## config.mk

```make
export PLATFORM = sky130hd
export DESIGN_NAME = bff_match
export DESIGN_NICKNAME = d
export VERILOG_FILES = /design/src/design/bff_pkg.sv /design/src/design/bff_match.sv
export SDC_FILE = /design/constraint.sdc
export NUM_CORES = 1
export LEC_CHECK = 0
export BUFFER_PORTS_ARGS = -buffer_cell sky130_fd_sc_hd__clkbuf_2
export CAP_MARGIN = 20
export CORE_MARGIN = 3
export CORE_UTILIZATION = 45
export DETAILED_ROUTE_END_ITERATION = 6
export GPL_ROUTABILITY_DRIVEN = 0
export GPL_TIMING_DRIVEN = 0
export PLACE_DENSITY = 0.79
export SLEW_MARGIN = 10
export SYNTH_ARGS = -nofsm -noshare
export SYNTH_HDL_FRONTEND = slang
export SYNTH_SLANG_ARGS = --single-unit
export TNS_END_PERCENT = 50
```

## constraint.sdc

```tcl
create_clock -name vclk -period 4.3
set_input_delay 0.43 -clock vclk [all_inputs]
set_output_delay 0.43 -clock vclk [all_outputs]
set_load 0.01 [all_outputs]
```

## src/design/bff_pkg.sv

```systemverilog
// bff_pkg: shared types and constants for the bitmap find-first block.
// Depends on nothing; used by every file under design/.
`timescale 1ns / 1ps

package bff_pkg;

  // Fixed field widths and geometry
  localparam int unsigned INDEX_W    = 12;
  localparam int unsigned LIMIT_W    = 13;
  localparam int unsigned WORD_BITS  = 64;
  localparam int unsigned BYTE_BITS  = 8;
  localparam int unsigned BYTES_W    = 10;
  localparam int unsigned INDEX_LIMIT = 4096;
  localparam logic [7:0]  BYTE_ONES  = 8'hFF;

  // Operation codes
  typedef enum logic [1:0] {
    FUNC_WRITE = 2'd0,
    FUNC_READ  = 2'd1,
    FUNC_FIND  = 2'd2,
    FUNC_FILL  = 2'd3
  } func_t;

  // Input word
  typedef struct packed {
    logic [1:0]         func;
    logic [INDEX_W-1:0] bit_index;
    logic               bit_value;
  } in_word_t;

  // Result word
  typedef struct packed {
    logic               bit_out;
    logic [INDEX_W-1:0] found_index;
    logic               found;
    logic               range_error;
  } out_word_t;

endpackage

```

## src/design/bff_match.sv

```systemverilog
// bff_match: lowest set position of (word matches value) under a live mask.
// Depends on bff_pkg for the word width.
`timescale 1ns / 1ps

module bff_match (
  input  logic [bff_pkg::WORD_BITS-1:0] word,
  input  logic                          value,
  input  logic [bff_pkg::WORD_BITS-1:0] mask,
  output logic                          hit,
  output logic [5:0]                    pos
);

  logic [bff_pkg::WORD_BITS-1:0] match;
  logic [7:0]                    byte_hit;
  logic [2:0]                    byte_sel;
  logic [7:0]                    sel_byte;
  logic [2:0]                    bit_sel;

  // Bits equal to the sought value, live only
  assign match = (value ? word : ~word) & mask;

  // One flag per byte
  always_comb begin
    for (int b = 0; b < 8; b++) begin
      byte_hit[b] = |match[b*8 +: 8];
    end
  end

  // First byte with a hit
  always_comb begin
    byte_sel = 3'd0;
    for (int b = 7; b >= 0; b--) begin
      if (byte_hit[b]) begin
        byte_sel = 3'(b);
      end
    end
  end

  assign sel_byte = match[{byte_sel, 3'b000} +: 8];

  // First bit inside that byte
  always_comb begin
    bit_sel = 3'd0;
    for (int i = 7; i >= 0; i--) begin
      if (sel_byte[i]) begin
        bit_sel = 3'(i);
      end
    end
  end

  assign hit = |byte_hit;
  assign pos = {byte_sel, bit_sel};

endmodule

```

Word level (Yosys, flattened, before mapping)
Index checks and enable logic that the tools add are counted.
- memory bits (read-only): 0
- latch bits: 0
- output and inout bits: 7
- input bits: 129
- bits in writable memories: 0
- word-level logic and storage cells: 29
- memories kept: 0
- register bits after elaboration: 0
- bitwise operators: 2
- multipliers: 0
- $lt $le $gt $ge: 0
- multiplexer cells: 17
- shifts and indexed selects: 1
- equal/unequal tests: 0
- divide/modulo/power cells: 0
- reduce and logical (&&, ||, !) cells: 9
- add/subtract/negate cells: 0
- operators by type and width (kind ; count):
    bitwise AND 64 bit ; 1
    2-to-1 mux 64 bit ; 1
    NOT 64 bit ; 1
    OR reduction 64 bit ; 1
    OR reduction 8 bit ; 8
    indexed part select 64 x 7 -> 8 bit ; 1
    2-to-1 mux 3 bit ; 16

Depth between registers and ports, before layout
- word-level depth: 21
- depth in mapped cells: 14
- mapped depth without buffers: 12

Worst setup path before layout
Ideal clock, no wire load.
- path type: input to output
- start: input mask[42] (netlist name)
- end: output pos[2]
- setup slack: 0.643 ns
- cell stages on the path: 12
- data required time: 3.870 ns
- path buffers: 1
- arrival time: 3.227 ns
- cell sequence: a222oi_1 > nand4_1 > a211oi_2 > nor2_1 > o311a_2 > nor2_4 > inv_2 > buf_6 > a311o_1 > a22oi_1 > o211ai_1 > nor4b_1
- cells in the longest elaborated chain, start to end: 17
- ends and longest elaborated chain (item ; RTL line ; RTL):
    start: declaration ; bff_match.sv:8 ; input logic [bff_pkg::WORD_BITS-1:0] mask,
    bitwise AND 64 bit * ; bff_match.sv:20 ; assign match = (value ? word : ~word) & mask;
    OR reduction 8 bit * ; bff_match.sv:25 ; byte_hit[b] = |match[b*8 +: 8];
    2-to-1 mux 3 bit * (6 in a row) ; bff_match.sv:33 ; if (byte_hit[b]) begin
    net pos[3] ; bff_match.sv:10 ; output logic [5:0] pos
    indexed part select 64 x 7 -> 8 bit * ; bff_match.sv:39 ; assign sel_byte = match[{byte_sel, 3'b000} +: 8];
    2-to-1 mux 3 bit (7 in a row) ; bff_match.sv:45 ; if (sel_byte[i]) begin
    2-to-1 mux 3 bit * ; bff_match.sv:45 ;
    end: declaration ; bff_match.sv:10 ;
Mark *: on every way through the listed nets, which the timed path passes. The rest lies on a longest branch.

Worst setup path in the final report
- start: input mask[3] (netlist name)
- end: output pos[1]
- cells in the longest elaborated chain, start to end: 12
- ends and longest elaborated chain (item ; RTL line):
    bitwise AND 64 bit * ; bff_match.sv:20
    OR reduction 8 bit ; bff_match.sv:25
    2-to-1 mux 3 bit ; bff_match.sv:33
    indexed part select 64 x 7 -> 8 bit * ; bff_match.sv:39
    2-to-1 mux 3 bit (7 in a row) ; bff_match.sv:45
    2-to-1 mux 3 bit * ; bff_match.sv:45
Every way passes the cells marked *; elsewhere a longest branch is shown, timed or not.

==> impl_metrics.csv <==
group,metric,value,unit
worst_hold_path,timing.hold.worst_path_depth,7,
cells_and_area,layout_common_cells,"139 x sky130_fd_sc_hd__clkbuf_2, 43 x sky130_fd_sc_hd__nand2_1, 32 x sky130_fd_sc_hd__inv_1",
worst_hold_path,hold_path_startpoint,"word[0]",
place,placedInstanceArea,0.00329,mm²
timing,fmax,229,MHz
synthesis,syn_area_per_cell,6.28,µm²
synthesis,synth-warning-count,0,
synthesis,yosys.area_share.adder,0,%
worst_setup_path,cp.arrival,3.94,ns
worst_setup_path,timing.critical_path.slowest_stage_cell,"sky130_fd_sc_hd__o311ai_0",
cells_and_area,layout.cells.most_common,"sky130_fd_sc_hd__clkbuf_2",
grt,grt_first_pass_wirelength,17400,µm
floorplanning,initial_utilization,47.8,%
worst_hold_path,hold_path_class,"input pin to primary output",
cells_and_area,layout.area.seq,0,µm²
power,pwr-share-seq,0,%
worst_setup_path,path_common_cell,"sky130_fd_sc_hd__clkbuf_2",
route,route.detailed.wl_per_inst,19.5,µm
route,vias_per_inst,6.91,
synthesis,synth_top_family_by_area,"compound AO/OA/AOI/OAI gates",
cells_and_area,seq_cell_count,0,
floorplanning,die_h,80.8,µm
grt,global_route.overflow_total,0,
synthesis,post_synthesis_compound_gate_area_fraction,45.7,%
grt,antenna_found_initial,0,
route,route.vias.total,4223,
floorplanning,fp.dieW,80.8,µm
timing,slew_viol_final,0,
worst_setup_path,critical_path_cell_list,"clkbuf_2 -> nor2b_1 -> or3_1 -> a222oi_1 -> buf_4 -> o211a_1 -> o311a_4 -> nor2_4 -> inv_2 -> buf_6 -> nor2_1 -> o311ai_0 -> o211ai_1 -> o31a_1 -> clkbuf_2",
floorplanning,core-area,0.00527,mm²
synthesis,muxShareOfSynthArea,3.08,%
floorplanning,std_cell_rows,26,
timing,worst_slew_margin_rel,53.6,%
run_status,violations_in_the_final_reports,"setup timing",
worst_setup_path,timing.critical_path.fanout_max,10,
timing,min_period,4.37,ns
run,cap_violations,0,
power,switching_power,0.193,mW
cells_and_area,post_layout_nonfiller_instances,611,
floorplanning,pin_count,136,
floorplanning,design.die.area,0.00653,mm²
timing,timing.setup.tns,-0.127,ns
route,finalWirelength,11900,µm
worst_setup_path,timing.setup.critical_path_class,"input pin to primary output",
clocking,post_cts_hold_buffer_count,0,
synthesis,synth.net_count,530,
synthesis,synth_top_cell_area_share,6.45,%
route,antenna_left,0,
synthesis,synth_area_leader_cell,"sky130_fd_sc_hd__nor2b_1",
place,place_ws,-0.281,ns
place,numPortBuffers,136,
power,worst_ir_drop_vdd,0.0468,mV
route,drc,0,
cells_and_area,nNetsFinal,672,
cells_and_area,filler_cell_count,510,
cells_and_area,post_route_cells_drive_above_1_share,34.0,%
synthesis,netlist_instances,401,
synthesis,synth_sequential_area_ratio,0,%
cells_and_area,antenna_diodes,0,
timing,worst_slew_pin_slew,0.696,ns
worst_hold_path,hold_path_end,"pos[0]",
power,total_leakage_power,1.59,nW
grt,global_route.usage.total,33.1,%
power,totalPowerFinal,0.338,mW
power,p_sw_share,57.0,%
grt,grt_max_degree,11,
timing,min_period_over_period,102,%
route,drt_first_iter_violations,715,
synthesis,post_synth_main_area_contributors,"sky130_fd_sc_hd__nor2b_1 6.5%, sky130_fd_sc_hd__nand2_1 6.4%, sky130_fd_sc_hd__a22oi_1 5.1%, sky130_fd_sc_hd__nand3_1 4.8%, sky130_fd_sc_hd__inv_1 4.8%",
synthesis,synth_xor_xnor_area_share,2.43,%
synthesis,synth_cell_types,67,
power,power.density,98.5,mW/mm²
worst_setup_path,cp-start-kind,"input pin",
timing,grt_setup_unrepaired,"true",
power,combinational_power_share,100.0,%
place,post-place-cells,607,
run_status,outcome,"finished with violations",
cells_and_area,finish.instance_area,0.00343,mm²
timing,hold_violations,0,
synthesis,synth_area_in_simple_gates,39.4,%
power,p_int,0.146,mW
synthesis,mappedNetlistArea,0.00252,mm²
cells_and_area,num-clock-buffers,0,
worst_setup_path,worst_path_largest_cell_delay,0.57,ns
place,place.detailed.hpwl,9160,µm
grt,grt_pass1_vias,3740,
cells_and_area,area_growth,36.3,%
timing,worst_hold_slack,1.50,ns
cells_and_area,util_after_layout,65.2,%
power,power_frac_clock,0,%
timing,finalWorstSetupSlack,-0.0707,ns
worst_setup_path,worst-endpoint-required,3.87,ns
worst_setup_path,crit_path_end_kind,"primary output",
route,drt_pass1_iterations,6,
timing,setup-violations-final,3,
==> critical path, delay by kind of cell <==
kind | cells | cell delay [ns]
AOI/OAI and AO/OA | 6 | 2.14
buffers and inverters | 5 | 0.75
and+or+nand+nor | 4 | 0.62
==> per-layer routing <==
| layer | global-route usage, % | vias to the layer above | wire length (µm) |
|---|---|---|---|
| met5 | 0 | - | 0 |
| met4 | 16.6 | 0 | 762 |
| met3 | 5.65 | 96 | 1980 |
| met2 | 52.0 | 449 | 4970 |
| met1 | 43.3 | 1830 | 4210 |
| li1 | - | 1848 | - |
==> worst max path at each step <==
stage,slack [ns],startpoint,cells past startpoint,to
6_report,-0.07,mask[3],15,pos[1]
5_1_grt,-0.1,mask[3],16,pos[1]
2_1_floorplan,0.64,mask[42],12,pos[2]
3_5_place_dp,-0.28,value,13,pos[2]
4_1_cts,0.007,mask[3],15,pos[0]
3_3_place_gp,-0.26,value,15,pos[0]
==> timing repair <==
item                                    4_1_cts  5_1_grt
gates resized for setup                       5       34
endpoints found under the setup margin        3        3
pin swaps                                     2       10
setup buffers                                 1        3
==> area by class of cell <==
type,instances,area (µm²),share of cell area (%)
multi-input cells,347,2390,69.6
repair buffers,140,711,20.7
inverters,33,124,3.61
plain buffers,21,123,3.57
well taps,70,87.6,2.55
==> synthesized netlist by cell type (3+ instances only) <==
| cell | number |
|---|---|
| sky130_fd_sc_hd__nand2_1 | 43 |
| sky130_fd_sc_hd__nor4_1 | 4 |
| sky130_fd_sc_hd__clkbuf_1 | 10 |
| sky130_fd_sc_hd__or2_2 | 4 |
| sky130_fd_sc_hd__nand2b_1 | 15 |
| sky130_fd_sc_hd__o32a_1 | 3 |
| sky130_fd_sc_hd__nor2_1 | 23 |
| sky130_fd_sc_hd__buf_2 | 6 |
| sky130_fd_sc_hd__o211ai_1 | 16 |
| sky130_fd_sc_hd__a221o_1 | 3 |
| sky130_fd_sc_hd__a211oi_1 | 4 |
| sky130_fd_sc_hd__o311ai_0 | 5 |
| sky130_fd_sc_hd__o221ai_1 | 11 |
| sky130_fd_sc_hd__inv_1 | 32 |
| sky130_fd_sc_hd__xnor2_1 | 6 |
| sky130_fd_sc_hd__buf_4 | 3 |
| sky130_fd_sc_hd__a311oi_1 | 4 |
| sky130_fd_sc_hd__a2111o_1 | 3 |
| sky130_fd_sc_hd__nor3_1 | 10 |
| sky130_fd_sc_hd__a21oi_1 | 10 |
| sky130_fd_sc_hd__o2111ai_1 | 6 |
| sky130_fd_sc_hd__a2111oi_0 | 4 |
| sky130_fd_sc_hd__nand4_1 | 7 |
| sky130_fd_sc_hd__nand3_1 | 24 |
| sky130_fd_sc_hd__nor4b_1 | 3 |
| sky130_fd_sc_hd__and3_1 | 9 |
| sky130_fd_sc_hd__nor2b_1 | 26 |
| sky130_fd_sc_hd__and2_1 | 11 |
| sky130_fd_sc_hd__a22oi_1 | 17 |
| sky130_fd_sc_hd__o211a_1 | 5 |
| sky130_fd_sc_hd__or3_1 | 3 |
| sky130_fd_sc_hd__o311ai_1 | 3 |
| sky130_fd_sc_hd__o21ai_0 | 20 |
| sky130_fd_sc_hd__o22ai_1 | 5 |
==> power groups by stage <==
stage	logic (mW)	registers, mW	clock network (mW)
2_1_floorplan	0.166	0	0
3_3_place_gp	0.296	0	0
3_5_place_dp	0.304	0	0
4_1_cts	0.308	0	0
5_1_grt	0.360	0	0
6_report	0.338	0	0
==> cell families (layout without fill, tap and decap cells) <==
family,after synthesis,count (layout)
simple gates,188,188
xor+xnor,7,7
mux,5,5
compound gates,147,147
buf+inv,54,194
(Power assumes the default switching activity.)
